### src/rtl/rdrt_pkg.sv
package rdrt_pkg;

    // Default store geometry
    localparam int DEF_MAX_WIDTH  = 512;
    localparam int DEF_MAX_HEIGHT = 512;

    // Fixed field widths
    localparam int PIXEL_W   = 32;
    localparam int CFG_W     = 10;
    localparam int CFG_IDX_W = 1;
    localparam int TOP_W     = 9;
    localparam int BOTTOM_W  = 10;

    localparam logic [CFG_W-1:0] RESET_SIZE = 10'd512;

    typedef enum logic [CFG_IDX_W-1:0] {
        CFG_FRAME_WIDTH  = 1'b0,
        CFG_FRAME_HEIGHT = 1'b1
    } cfg_reg_t;

    // Position flags of one pixel, worked out when it is accepted
    typedef struct packed {
        logic sof;
        logic row_end;
        logic frame_last;
        logic have_prev;
    } pos_t;

    // One result word
    typedef struct packed {
        logic [TOP_W-1:0]    run_top;
        logic [BOTTOM_W-1:0] run_bottom;
        logic                rect_valid;
        logic                whole_frame;
        logic                frame_end;
        logic                any_change;
    } span_t;

endpackage

### src/rtl/rdrt_addr.sv
module rdrt_addr
    import rdrt_pkg::*;
#(
    parameter int MAX_WIDTH  = DEF_MAX_WIDTH,
    parameter int MAX_HEIGHT = DEF_MAX_HEIGHT,
    localparam int COL_W  = (MAX_WIDTH > 1) ? $clog2(MAX_WIDTH) : 1,
    localparam int ROW_W  = (MAX_HEIGHT > 1) ? $clog2(MAX_HEIGHT) : 1,
    localparam int DEPTH  = MAX_WIDTH * MAX_HEIGHT,
    localparam int ADDR_W = (DEPTH > 1) ? $clog2(DEPTH) : 1
) (
    input  logic                 clk,
    input  logic                 rst_n,
    input  logic                 cfg_we,
    input  logic [CFG_IDX_W-1:0] cfg_index,
    input  logic [CFG_W-1:0]     cfg_data,
    input  logic                 accept,
    input  logic                 sof,
    output logic [ADDR_W-1:0]    addr,
    output logic [ROW_W-1:0]     row,
    output pos_t                 pos
);
    localparam int WC_W = ((CFG_W > $clog2(MAX_WIDTH + 1)) ? CFG_W : $clog2(MAX_WIDTH + 1)) + 1;
    localparam int HC_W = ((CFG_W > $clog2(MAX_HEIGHT + 1)) ? CFG_W : $clog2(MAX_HEIGHT + 1)) + 1;

    logic [CFG_W-1:0] width_reg;
    logic [CFG_W-1:0] height_reg;
    logic             have_prev_reg;
    logic [COL_W-1:0] col_reg;
    logic [ROW_W-1:0] row_reg;

    logic [COL_W-1:0] col;
    logic [WC_W-1:0]  width_eff;
    logic [HC_W-1:0]  height_eff;

    // Clamp the size registers to [1, MAX]
    always_comb
    begin
        if (width_reg == '0)
            width_eff = WC_W'(1);
        else if (WC_W'(width_reg) > WC_W'(MAX_WIDTH))
            width_eff = WC_W'(MAX_WIDTH);
        else
            width_eff = WC_W'(width_reg);

        if (height_reg == '0)
            height_eff = HC_W'(1);
        else if (HC_W'(height_reg) > HC_W'(MAX_HEIGHT))
            height_eff = HC_W'(MAX_HEIGHT);
        else
            height_eff = HC_W'(height_reg);
    end

    assign col = sof ? '0 : col_reg;
    assign row = sof ? '0 : row_reg;

    assign pos.sof        = sof;
    assign pos.row_end    = (WC_W'(col) + WC_W'(1)) >= width_eff;
    assign pos.frame_last = (HC_W'(row) + HC_W'(1)) >= height_eff;
    assign pos.have_prev  = have_prev_reg;

    assign addr = ADDR_W'(row) * ADDR_W'(MAX_WIDTH) + ADDR_W'(col);

    always_ff @(posedge clk or negedge rst_n)
    begin
        if (!rst_n)
        begin
            width_reg     <= RESET_SIZE;
            height_reg    <= RESET_SIZE;
            have_prev_reg <= 1'b0;
            col_reg       <= '0;
            row_reg       <= '0;
        end
        else if (cfg_we)
        begin
            // A size change voids the stored frame
            have_prev_reg <= 1'b0;
            unique case (cfg_reg_t'(cfg_index))
                CFG_FRAME_WIDTH:  width_reg  <= cfg_data;
                CFG_FRAME_HEIGHT: height_reg <= cfg_data;
                default: ;
            endcase
        end
        else if (accept)
        begin
            if (!pos.row_end)
            begin
                col_reg <= col + COL_W'(1);
                row_reg <= row;
            end
            else
            begin
                col_reg <= '0;
                row_reg <= pos.frame_last ? '0 : row + ROW_W'(1);
                if (pos.frame_last)
                begin
                    have_prev_reg <= 1'b1;
                end
            end
        end
    end
endmodule

### config.mk
export PLATFORM = sky130hd
export DESIGN_NAME = rdrt_addr
export DESIGN_NICKNAME = d
export VERILOG_FILES = /design/src/rtl/rdrt_pkg.sv /design/src/rtl/rdrt_addr.sv
export SDC_FILE = /design/constraint.sdc
export NUM_CORES = 1
export LEC_CHECK = 0
export ABC_AREA = 1
export BUFFER_PORTS_ARGS = -buffer_cell sky130_fd_sc_hd__buf_2
export CORE_MARGIN = 5
export CORE_UTILIZATION = 62
export CTS_CLUSTER_DIAMETER = 100
export DETAILED_ROUTE_END_ITERATION = 10
export PLACE_DENSITY = 0.86
export SKIP_CTS_REPAIR_TIMING = 1
export SLEW_MARGIN = 20
export SYNTH_ARGS = -nofsm -noshare
export SYNTH_HDL_FRONTEND = slang
export SYNTH_SLANG_ARGS = --single-unit
### constraint.sdc
create_clock -name clk -period 5.1 [get_ports clk]
set_clock_uncertainty 0.1 [all_clocks]
set_input_delay 1.02 -clock clk [delete_from_list [all_inputs] [get_ports clk]]
set_output_delay 1.02 -clock clk [all_outputs]
set_load 0.01 [all_outputs]
## Word-level counts from Yosys, hierarchy flattened

Cells that the tools add are included.

- Register bits: 39
- Bits of input ports: 16
- Output and inout bits: 31

- $add $sub $neg: 5
- Order comparisons: 4
- Multiplexer cells: 13
- Bitwise operators: 2
- Reduce and logical (&&, ||, !) cells: 9

Operators with widths:

| kind | count |
|---|---|
| $mux 9 | 5 |
| $mux 10 | 3 |
| $ge 10x11->1 | 2 |
| $add 9x1->10 const B | 2 |
| $gt 10x10->1 const B | 2 |
| $logic_not 10->1 | 2 |
| $add 18x9->18 | 1 |
| $add 9x1->9 const B | 2 |
| $mux 11 | 1 |
| $reduce_and 2->1 | 3 |
| $reduce_bool 2->1 | 3 |
| $mux 1 | 4 |
| $reduce_and 3->1 | 1 |
| $not 1->1 | 2 |

## Logic depth before layout (Yosys ltp)

- Word-level depth: 8
- Mapped depth: 22
- Gate-level depth less buffers: 21

## Worst setup path after synthesis

No wires, ideal clock.

- Kind: input to output
- Start point: in sof
- End point: out pos[2] (netlist name)
- Arrival: 3,170 ps
- Path slack: 810 ps
- Stages: 16
- Path buffers: 2
- Cell sequence: buf_6 clkbuf_8 nor2_1 ha_1 nand2_4 nor2_4 nand3_2 nor2_1 nor2_2 ha_1 nand2_2 nor2_2 nand2_1 nor2_1 nand2_1 nand2_4

RTL lines:

| item | RTL line | RTL |
|---|---|---|
| from (decl) | rdrt_addr.sv:17 | `input logic sof,` |
| to (decl) | rdrt_addr.sv:20 | `output pos_t pos` |

==> impl_metrics.py <==
metrics = {
    "run_status": {
        "status": "completed",
    },
    "critical_path": {
        "reg2reg_depth": 18,
        "startpoint_type": "input port",
        "worstSetupEndpointType": "output port",
        "path_max_fanout": 18,
        "crit_type": "in -> out",
        "slowest_stage": "nor2_1",
        "rr_startpoint": "col_reg[0]",
        "r2r_slack_ns": 1.93,
        "critPathMostFrequentCell": "nor2_1",
        "arrival_ns": 3.50,
        "max_stage_delay_ns": 0.32,
        "rr_endpoint": "col_reg[6]",
        "worstPathRequired_ns": 3.98,
        "crit_path_cell_trace": "buf_2 -> nor2_1 -> ha_1 -> nand2_4 -> nor2_4 -> nand3_2 -> nor2_1 -> nor2_2 -> ha_1 -> nand2_2 -> nor2_1 -> nor2_1 -> nand2_1 -> nor2_2 -> nand2_4 -> buf_2",
    },
    "detailed_routing": {
        "drc": 0,
        "finalWirelength_um": 6722,
        "ant_nets": 0,
        "drt-wirelength-per-cell_um": 13.39,
        "drtPass1Iterations": 4,
        "viasPerCell": 5.193,
        "vias": 2607,
        "drtIter0Drc": 178,
    },
    "yosys": {
        "synth_top_area_cell": "dfrtp_1",
        "ys_seq_elements": 39,
        "postSynth.asyncResetShare_pct": 100.0,
        "yosysUniqueCellTypes": 38,
        "synth_flop_cell": "dfrtp_1",
        "yosysMostFrequentCell": "nand2_1",
        "synth_area_um2": 2972,
        "synth_edf_count": 0,
        "synth.top_cell.area_share_pct": 31.16,
        "synth_cells": 413,
        "syn_area_per_cell_um2": 7.195,
        "ys_top_cells_by_area": "dfrtp_1, nand2_1, ha_1",
        "synth_warnings": 0,
        "synthesis.nets": 451,
        "netlist_top_cells_count": "nand2_1, inv_1, dfrtp_1, nor2_1, nand3_1",
        "ys_seq_area_share_pct": 32.93,
    },
    "timing": {
        "setup_viol": 0,
        "finalMaxSlewViolations": 0,
        "fin_crit_sh_pct": 90.57,
        "max_slew_margin_pct": 42.91,
        "max_freq_ghz": 0.2165,
        "grt_setup_unrepaired": "no",
        "layout_min_cycle_time_ns": 4.619,
        "tightest_slew_ns": 0.8563,
        "hold_violations": 0,
        "tns_ns": 0,
    },
    "clock_network": {
        "clk_path_buf_depth": 2,
        "htreeDepth": 2,
        "cts-buffers-inserted": 5,
        "clk_pin_slew_ns": 0.08,
        "cts_tree": "yes",
        "clock_latency_ns": 0.30,
        "numClockSinks": 39,
        "cts_root_buf": "clkbuf_8",
    },
    "pwr": {
        "p_per_area_nw_per_um2": 278.1,
        "design_power_total_uw": 902.4,
        "ir_drop_uv": 204.1,
        "p_leak_uw": 0.001953,
    },
    "finish": {
        "n_antenna_cell": 0,
        "layout-drive-gt1-share_pct": 19.20,
        "areaGrowthSynthToFinish_pct": 9.179,
        "nets": 485,
    },
    "min_path": {
        "hold_path_depth": 2,
        "hold_start": "row_reg[8]",
        "worstHoldEndpoint": "row_reg[8]",
        "hold_class": "reg -> reg",
    },
    "placed_design": {
        "place_congestion": 0.8821,
        "dp_hpwl_um": 5226,
        "io_buffer_count": 46,
    },
    "grt": {
        "grt_pass1_vias": 2482,
        "grt_pass1_wl_um": 11430,
        "grt_max_degree": 40,
        "antenna_found_initial": 0,
        "grt_overflow": 0,
        "grt.total_usage_pct": 23.24,
    },
    "die": {
        "start_util_pct": 63.33,
        "rows": 25,
        "dieArea_um2": 6277,
        "core_area_um2": 4692,
        "die_x_um": 79.23,
        "die_y_um": 79.23,
        "pin_count": 47,
    },
    "job": {
        "drv_cap": 0,
    },
}
## per-layer routing
layer | track usage (%) | vias to the layer above | part of all wire [%]
met5 | 0 | - | 0
met4 | 7.560 | 0 | 2.1
met3 | 4.308 | 12 | 5.3
met2 | 39.90 | 80 | 47
met1 | 29.41 | 1169 | 45
li1 | - | 1346 | -
## worst max-delay path by stage
stage	startpoint	endpoint	slack (ns)	cells after the start
after global routing	sof	pos[2]	0.27	16
after detailed placement	sof	pos[2]	0.49	16
final	sof	pos[2]	0.48	16
after global placement	sof	pos[2]	0.57	16
after CTS	sof	pos[2]	0.47	16
after floorplan	sof	pos[2]	0.81	16
## kinds of logic (layout without fill, tap and decap cells)
group,count (synthesis),after routing,synth area share (%)
buf+inv,91,126,14.06
xor+xnor,5,5,1.726
flops,39,39,32.93
simple gates,212,212,33.85
fa+ha+maj,22,22,9.263
compound gates,44,44,8.169
## layout by cell type (no fill, tap or decap), types with 3 or more instances in the layout
cell type | synthesis | final
nor2_2 | 4 | 4
nand2_4 | 5 | 5
inv_1 | 69 | 69
nand3_1 | 25 | 25
dfrtp_1 | 37 | 37
o22ai_1 | 6 | 6
nor2_4 | 4 | 4
clkbuf_8 | 1 | 5
nor2_1 | 37 | 37
o21ai_0 | 24 | 24
xor2_1 | 4 | 4
ha_1 | 22 | 22
buf_2 | 0 | 46
nand2_2 | 3 | 3
nand2_1 | 118 | 118
a21oi_1 | 7 | 7
nand4_1 | 4 | 4
## worst max-delay path, delay by kind of cell
family,cells,cell delay [ns]
adders and majority gates,2,0.58
buffers and inverters,2,0.45
and+or+nand+nor,12,1.42
## metrics by stage
stage	utilization (%)	hold slack, ns	worst slack (ns)	cell area, um^2	cells
2_1_floorplan	-	0.3491	0.8100	2972	413
3_3_place_gp	66.75	0.3708	0.5739	3132	494
3_5_place_dp	66.75	0.3683	0.4944	3132	494
4_1_cts	69.15	0.3939	0.4745	3244	502
5_1_grt	69.15	0.4194	0.2738	3244	502
6_report	69.15	0.3979	0.4807	3244	502
## report_power, final
group	internal (uW)	switching, uW
clock	146	118
sequential	345	30.1
combinational	93.2	170
## cell type report
type,instances,area (um^2)
Tap cell,54,67.56
Multi-Input combinational cell,283,1575
Inverter,72,280.3
Clock inverter,3,43.79
Fill cell,405,1448
Clock buffer,5,68.82
Timing Repair Buffer,46,230.2
Sequential cell,39,978.4
(Power assumes the default switching activity.)
