[src/rtl/rdrt_pkg.sv]
package rdrt_pkg;

    // Default store geometry
    localparam int DEF_MAX_WIDTH  = 512;
    localparam int DEF_MAX_HEIGHT = 512;

    // Fixed field widths
    localparam int PIXEL_W   = 32;
    localparam int CFG_W     = 10;
    localparam int CFG_IDX_W = 1;
    localparam int TOP_W     = 9;
    localparam int BOTTOM_W  = 10;

    localparam logic [CFG_W-1:0] RESET_SIZE = 10'd512;

    typedef enum logic [CFG_IDX_W-1:0] {
        CFG_FRAME_WIDTH  = 1'b0,
        CFG_FRAME_HEIGHT = 1'b1
    } cfg_reg_t;

    // Position flags of one pixel, worked out when it is accepted
    typedef struct packed {
        logic sof;
        logic row_end;
        logic frame_last;
        logic have_prev;
    } pos_t;

    // One result word
    typedef struct packed {
        logic [TOP_W-1:0]    run_top;
        logic [BOTTOM_W-1:0] run_bottom;
        logic                rect_valid;
        logic                whole_frame;
        logic                frame_end;
        logic                any_change;
    } span_t;

endpackage

[src/rtl/rdrt_run.sv]
module rdrt_run
    import rdrt_pkg::*;
#(
    parameter int MAX_HEIGHT = DEF_MAX_HEIGHT,
    localparam int ROW_W = (MAX_HEIGHT > 1) ? $clog2(MAX_HEIGHT) : 1
) (
    input  logic               clk,
    input  logic               rst_n,
    input  logic               accept,
    input  pos_t               pos_in,
    input  logic [ROW_W-1:0]   row_in,
    input  logic [PIXEL_W-1:0] pixel_in,
    input  logic [PIXEL_W-1:0] rdata,
    output logic               take,
    output logic               out_valid,
    input  logic               out_ready,
    output span_t              span
);
    logic               s1_valid_reg;
    pos_t               s1_pos_reg;
    logic [ROW_W-1:0]   s1_row_reg;
    logic [PIXEL_W-1:0] s1_pixel_reg;

    logic               row_diff_reg;
    logic               run_open_reg;
    logic [ROW_W-1:0]   run_begin_reg;
    logic               frame_changed_reg;

    logic               out_valid_reg;
    span_t              span_reg;

    logic               row_diff_next;
    logic               run_open_next;
    logic [ROW_W-1:0]   run_begin_next;
    logic               frame_changed_next;
    logic               emit;
    span_t              res;
    logic               advance;

    assign advance   = s1_valid_reg && (!out_valid_reg || out_ready);
    assign take      = !s1_valid_reg || advance;
    assign out_valid = out_valid_reg;
    assign span      = span_reg;

    always_comb
    begin
        logic             differs;
        logic             changed;
        logic             closed;
        logic [ROW_W:0]   row_inc;

        differs            = rdata != s1_pixel_reg;
        changed            = 1'b0;
        closed             = 1'b0;
        row_inc            = {1'b0, s1_row_reg} + (ROW_W + 1)'(1);
        row_diff_next      = row_diff_reg;
        run_open_next      = run_open_reg;
        run_begin_next     = run_begin_reg;
        frame_changed_next = frame_changed_reg;
        emit               = 1'b0;
        res                = '0;

        if (s1_pos_reg.sof)
        begin
            row_diff_next      = 1'b0;
            run_open_next      = 1'b0;
            run_begin_next     = '0;
            frame_changed_next = 1'b0;
        end

        if (!s1_pos_reg.row_end)
        begin
            row_diff_next = row_diff_next | differs;
        end
        else
        begin
            changed       = row_diff_next | differs;
            row_diff_next = 1'b0;
            if (!s1_pos_reg.have_prev)
            begin
                run_open_next = 1'b0;
                if (s1_pos_reg.frame_last)
                begin
                    emit               = 1'b1;
                    res.run_bottom     = BOTTOM_W'(row_inc);
                    res.rect_valid     = 1'b1;
                    res.whole_frame    = 1'b1;
                    res.frame_end      = 1'b1;
                    res.any_change     = 1'b1;
                    frame_changed_next = 1'b0;
                end
            end
            else
            begin
                if (changed && !run_open_next)
                begin
                    run_open_next  = 1'b1;
                    run_begin_next = s1_row_reg;
                end
                else if (!changed && run_open_next)
                begin
                    run_open_next      = 1'b0;
                    frame_changed_next = 1'b1;
                    closed             = 1'b1;
                    emit               = 1'b1;
                    res.run_top        = TOP_W'(run_begin_next);
                    res.run_bottom     = BOTTOM_W'(s1_row_reg);
                    res.rect_valid     = 1'b1;
                    res.frame_end      = s1_pos_reg.frame_last;
                    res.any_change     = s1_pos_reg.frame_last;
                end

                if (s1_pos_reg.frame_last)
                begin
                    if (run_open_next)
                    begin
                        run_open_next  = 1'b0;
                        emit           = 1'b1;
                        res.run_top    = TOP_W'(run_begin_next);
                        res.run_bottom = BOTTOM_W'(row_inc);
                        res.rect_valid = 1'b1;
                        res.frame_end  = 1'b1;
                        res.any_change = 1'b1;
                    end
                    else if (!closed)
                    begin
                        emit           = 1'b1;
                        res.frame_end  = 1'b1;
                        res.any_change = frame_changed_next;
                    end
                    run_begin_next     = '0;
                    frame_changed_next = 1'b0;
                end
            end
        end
    end

    always_ff @(posedge clk or negedge rst_n)
    begin
        if (!rst_n)
        begin
            s1_valid_reg      <= 1'b0;
            row_diff_reg      <= 1'b0;
            run_open_reg      <= 1'b0;
            run_begin_reg     <= '0;
            frame_changed_reg <= 1'b0;
            out_valid_reg     <= 1'b0;
        end
        else
        begin
            if (take)
            begin
                s1_valid_reg <= accept;
            end
            if (advance)
            begin
                row_diff_reg      <= row_diff_next;
                run_open_reg      <= run_open_next;
                run_begin_reg     <= run_begin_next;
                frame_changed_reg <= frame_changed_next;
            end
            if (advance && emit)
            begin
                out_valid_reg <= 1'b1;
            end
            else if (out_ready)
            begin
                out_valid_reg <= 1'b0;
            end
        end
    end

    always_ff @(posedge clk)
    begin
        if (accept)
        begin
            s1_pos_reg   <= pos_in;
            s1_row_reg   <= row_in;
            s1_pixel_reg <= pixel_in;
        end
        if (advance && emit)
        begin
            span_reg <= res;
        end
    end
endmodule

[config.mk]
export PLATFORM = sky130hd
export DESIGN_NAME = rdrt_run
export DESIGN_NICKNAME = d
export VERILOG_FILES = /design/src/rtl/rdrt_pkg.sv /design/src/rtl/rdrt_run.sv
export SDC_FILE = /design/constraint.sdc
export NUM_CORES = 1
export LEC_CHECK = 0
export ABC_AREA = 0
export ABC_CLOCK_PERIOD_IN_PS = 4500
export BUFFER_PORTS_ARGS = -buffer_cell sky130_fd_sc_hd__buf_2
export CORE_MARGIN = 2
export CORE_UTILIZATION = 30
export DETAILED_ROUTE_END_ITERATION = 8
export PLACE_DENSITY = 0.61
export SLEW_MARGIN = 40
export SYNTH_ARGS = -nofsm -noshare
export SYNTH_HDL_FRONTEND = slang
export SYNTH_SLANG_ARGS = --single-unit
[constraint.sdc]
create_clock -name clk -period 4.5 [get_ports clk]
set_input_delay 0.9 -clock clk [delete_from_list [all_inputs] [get_ports clk]]
set_output_delay 0.9 -clock clk [all_outputs]
set_load 0.03 [all_outputs]
* Word level (Yosys, flattened, before mapping)
Index checks and enable logic that the tools add are counted.
W data, S select, Z words.
** Storage, ports and cells
- Bits in registers :: 82
- Latch bits :: 0
- Bits in writable memories :: 0
- ROM bits :: 0
- Input port bits :: 81
- Logic and storage cells :: 81
- Memories kept :: 0
** Cells by class
- Add/sub/neg operators :: 1
- Multiply operators :: 0
- Divide/modulo/power cells :: 0
- $lt $le $gt $ge :: 0
- Equality and inequality tests :: 1
- Shift-type cells :: 0
- Mux-type cells :: 46
- Bitwise logic cells :: 2
- Reductions and logical operators :: 13
** Operators with widths (count)
- $mux W20 :: 4
- $mux W9 :: 5
- $ne A32 B32 Y1 :: 1
- $mux W1 :: 29
- $mux W14 :: 1
- $mux W2 :: 6
- $mux W11 :: 1
- $add A9 B1 Y10 const B :: 1
- $logic_and A1 B1 Y1 :: 4
- $logic_not A1 Y1 :: 4
- $logic_or A1 B1 Y1 :: 2
- $reduce_and A2 Y1 :: 1
- $reduce_bool A2 Y1 :: 1
- $reduce_or A2 Y1 :: 1
- $not A1 Y1 :: 1
- $or A1 B1 Y1 :: 1

* Longest topological paths before layout
- Depth in word-level cells :: 15
- Depth in mapped cells :: 9
- Mapped depth without buffers :: 7

* Worst setup path after synthesis
OpenSTA, ideal clock, no wires.
- Kind :: input -> register
- Start :: input rdata[5]
- End :: register span_reg, in the netlist span[0], enable pin
- Setup time :: 0.411 ns
- Arrival :: 3.374 ns
- Slack :: 0.716 ns
- Cell stages on the path :: 7
- Cells stage by stage :: xor2_1 -> nor4_1 -> nand2_1 -> a2111oi_4 -> buf_4 -> nand3_2 -> a21oi_1
** On the way
- Word-level cells in the longest chain between the ends :: 14
- Elaborated cells between the ends (all ways) :: 19
- Those cells by class :: eq/ne: 1; mux: 13; bitwise: 1; reduce/logical: 4
** Ends and longest elaborated chain
- from (decl) :: line rdrt_run.sv:13 : input logic [PIXEL_W-1:0] rdata,
- $ne A32 B32 Y1 * :: line rdrt_run.sv:52 : differs = rdata != s1_pixel_reg;
- $or A1 B1 Y1 * :: line rdrt_run.sv:77 : changed = row_diff_next | differs;
- $logic_not A1 Y1 :: line rdrt_run.sv:100 : else if (!changed && run_open_next)
- $logic_and A1 B1 Y1 :: line rdrt_run.sv:100
- $mux W1 :: line rdrt_run.sv:100
- $mux W1 :: line rdrt_run.sv:95 : if (changed && !run_open_next)
- $mux W1 :: line rdrt_run.sv:79 : if (!s1_pos_reg.have_prev)
- $mux W1 :: line rdrt_run.sv:71 : if (!s1_pos_reg.row_end)
- $mux W1 :: line rdrt_run.sv:125 : else if (!closed)
- $mux W1 :: line rdrt_run.sv:115 : if (run_open_next)
- $mux W1 * :: line rdrt_run.sv:113 : if (s1_pos_reg.frame_last)
- $mux W1 * :: line rdrt_run.sv:79
- $mux W1 * :: line rdrt_run.sv:71
- $logic_and A1 B1 Y1 * :: line rdrt_run.sv:181 : if (advance && emit)
- to (signal assigned) :: line rdrt_run.sv:183 : span_reg <= res;
- to (decl) :: line rdrt_run.sv:30 : span_t span_reg;
Every way passes the cells marked *; elsewhere a longest branch is shown, timed or not. The select of a mux whose other input is x is not followed.
A chain may end at the register's enable or synchronous reset.

* Worst setup path after layout
- Start :: input rdata[18]
- End :: register span_reg, in the netlist span[21], enable pin
Same word-level chain as after synthesis.

==> out/qor.csv <==
stage;metric;value;unit
floorplan;Starting Density;30.7;%
floorplan;die footprint;13200;um^2
drt;Residual DRC;0;
layout;final std cells w/o fill;548;
floorplan;Ports;106;
layout;max FFs per register;32;
synthesis;gate count of the mapped netlist;288;
sta;Final Hold Viols;0;
synthesis;distinct cell type count after synthesis;38;
cts;cts hold-fix bufs;0;
layout;# fillers;1184;
global_route;largest net degree at the start of global routing;47;
worst_setup_path;Worst path max stage delay;0.71;ns
place;GPL Wtd Cong;0.862;
layout;area grow syn2layout;26.7;%
sta;Setup TNS;0;ns
cts;H-tree Lvls;3;
worst_setup_path;CP arrival;3.12;ns
cts;worst skew pair latency;0.34;ns
drt;routed wire length;8010;um
cts;post-CTS sizing;0;
place;placed cells;532;
cts;Clk Tree Root Cell;clkbuf_16;
synthesis;number of synthesized flops with an enable pin;68;
global_route;global router's overall resource usage;13.1;%
synthesis;Seq/Total Area, Yosys;64.9;%
worst_setup_path;Worst EP required;4.51;ns
power_and_ir_drop;Pleak;1.87;nW
sta;Max Clk Rate;322;MHz
sta;skew final;0.00883;ns
worst_setup_path;critical path class;primary input to flop;
place;post-detail-place hpwl;6020;um
cts;TritonCTS clock tree;built;
synthesis;Seq cells post-synth;82;
power_and_ir_drop;Pwr Density;385;nW/um^2
worst_setup_path;cell family with most CP delay;compound AO/OA/AOI/OAI gates;
layout;antenna cells;0;
synthesis;Post-Synthesis Cell Area;3690;um^2
layout;share of layout cells above drive strength 1;32.7;%
global_route;vias in the first global route;2700;
sta;period utilization;69.1;%
cts;total CTS buffers;9;
floorplan;Core ar.;12000;um^2
drt;Avg WL per Cell;14.6;um
power_and_ir_drop;Max VDD drop;0.259;mV
worst_setup_path;Worst setup EP type;flop;
global_route;antenna violations before repair;0;
worst_setup_path;slowest cell on the critical path;a2111oi_4;
sta;Hold WS;0.454;ns
worst_setup_path;cell-by-cell trace of the critical path;buf_2 > xor2_1 > nor4_1 > nand2_1 > a2111oi_4 > nand3_2 > a21oi_2 > buf_4;
sta;Setup violations, final;0;
global_route;global-route wire length before repair;13300;um
worst_setup_path;worst-path fanout max;23;
flow_run;max-cap violations;0;
worst_setup_path;crit start category;primary input;
status;status;complete, no violations;
synthesis;top_reg_cell synth;edfxtp_1;
drt;Final ANT Viol Nets;0;
synthesis;Synth async-reset ratio;17.1;%
worst_setup_path;Reg2Reg Depth;7;
cts;CTS Sinks;82;
place;port buffer count;105;
synthesis;syn avg cell area;12.8;um^2
sta;slew margin rel.;52.4;%
sta;RSZ-0062 raised after global routing;no;
sta;Final min period;3.11;ns
cts;Reg clk slew, reported paths;0.06;ns
worst_setup_path;WP buf/inv;2;
sta;max-slew violations;0;
drt;Initial DRC Count;228;
min_path;Min-Delay Path Class;primary input to asynchronous set/reset pin;
floorplan;die span in x;115;um
worst_setup_path;stages on the worst setup path;8;
sta;Worst-Margin Slew;0.713;ns
drt;DR vias;2577;
floorplan;Die H;115;um
synthesis;top post-synthesis cells by area;edfxtp_1 (55%), dfrtp_1 (9.5%), xor2_1 (6.9%), nand2_1 (3.6%), o21ai_0 (2.3%);
synthesis;Synth Net Count;370;
synthesis;Yosys top cell by area;edfxtp_1;
cts;# Post-CTS Setup Buffers;0;
synthesis;area share of the leading cell type in the synthesized netlist;55.4;%
drt;routed vias/inst;4.70;
drt;1st-pass router iterations;5;
synthesis;Yosys Warn Count;0;
cts;CTS Buffer Depth;2;
global_route;gr ovfl total;0;
floorplan;row count;40;
layout;Nets;478;
[metal layers]
layer	wire, um	GRT usage (%)	share of wire, %
met5	0	0	0
met4	163	6.51	2.0
met3	673	4.85	8.4
met2	3610	19.7	45
met1	3560	16.8	44
[Yosys cell counts (all sizes together) (8+ instances only)]
| cell type | instances |
|---|---|
| nand4 | 11 |
| o21ai | 17 |
| inv | 9 |
| o31ai | 9 |
| a31oi | 13 |
| nand3b | 9 |
| a22o | 9 |
| nand2 | 36 |
| edfxtp | 68 |
| xor2 | 29 |
| dfrtp | 14 |
| nor2 | 9 |
| clkbuf | 8 |
[cell usage in the layout (no fill, tap or decap), types with 11 or more instances in the layout]
master / instances
o21ai_0: 17
a31oi_1: 13
nand2_1: 35
nand4_1: 11
dfrtp_1: 14
buf_2: 104
edfxtp_1: 68
xor2_1: 29
[worst paths after layout]
path	from	end	slack (ns)
min in group clk	s1_valid_reg$_DFFE_PN0P_	out_valid$_DFFE_PN0P_	0.50
hold reg to reg	s1_valid_reg$_DFFE_PN0P_	out_valid$_DFFE_PN0P_	0.50
max in group asynchronous	rst_n	run_begin_reg[2]$_DFFE_PN0P_	3.81
setup / recovery	rdata[18]	span[21]$_SDFFCE_PN0P_	1.39
hold / removal	rst_n	run_begin_reg[4]$_DFFE_PN0P_	0.45
setup reg to reg	s1_pixel_reg[18]$_DFFE_PP_	span[21]$_SDFFCE_PN0P_	1.64
[power breakdown]
| group | internal (mW) | switching, mW | total [mW] |
|---|---|---|---|
| registers | 0.887 | 0.0448 | 0.931 |
| clock network | 0.391 | 0.284 | 0.675 |
| logic | 0.0824 | 0.112 | 0.194 |
| total | 1.36 | 0.440 | 1.80 |
[stage by stage]
| stage | setup slack, ns | power (mW) | instance area (um^2) | utilization [%] |
|---|---|---|---|---|
| floorplan | 0.716 | 1.05 | 3690 | - |
| global placement | 1.10 | 1.14 | 4380 | 36.4 |
| detailed placement | 1.04 | 1.14 | 4380 | 36.5 |
| CTS | 1.38 | 1.82 | 4670 | 38.8 |
| global route | 1.22 | 1.88 | 4670 | 38.9 |
| finish | 1.39 | 1.80 | 4670 | 38.9 |
[final cells by class]
| class | count | area, um^2 | area share [%] |
|---|---|---|---|
| Multi-Input combinational cell | 185 | 1220 | 26.2 |
| Tap cell | 147 | 184 | 3.93 |
| Clock inverter | 5 | 38.8 | 0.830 |
| Sequential cell | 82 | 2390 | 51.2 |
| Inverter | 9 | 33.8 | 0.723 |
| Clock buffer | 11 | 243 | 5.19 |
| Timing Repair Buffer | 109 | 558 | 11.9 |
[kinds of logic after synthesis]
| logic type | Yosys count | share of synthesized area (%) |
|---|---|---|
| adder cells (fa/ha/maj) | 1 | 0.339 |
| AND/OR/NAND/NOR | 92 | 12.9 |
| flip-flops | 82 | 64.9 |
| multiplexers | 1 | 0.271 |
| AO/OA/AOI/OAI | 57 | 11.1 |
| XOR/XNOR | 34 | 8.07 |
| buffers and inverters | 21 | 2.41 |
Power figures use the tool's default switching activity.
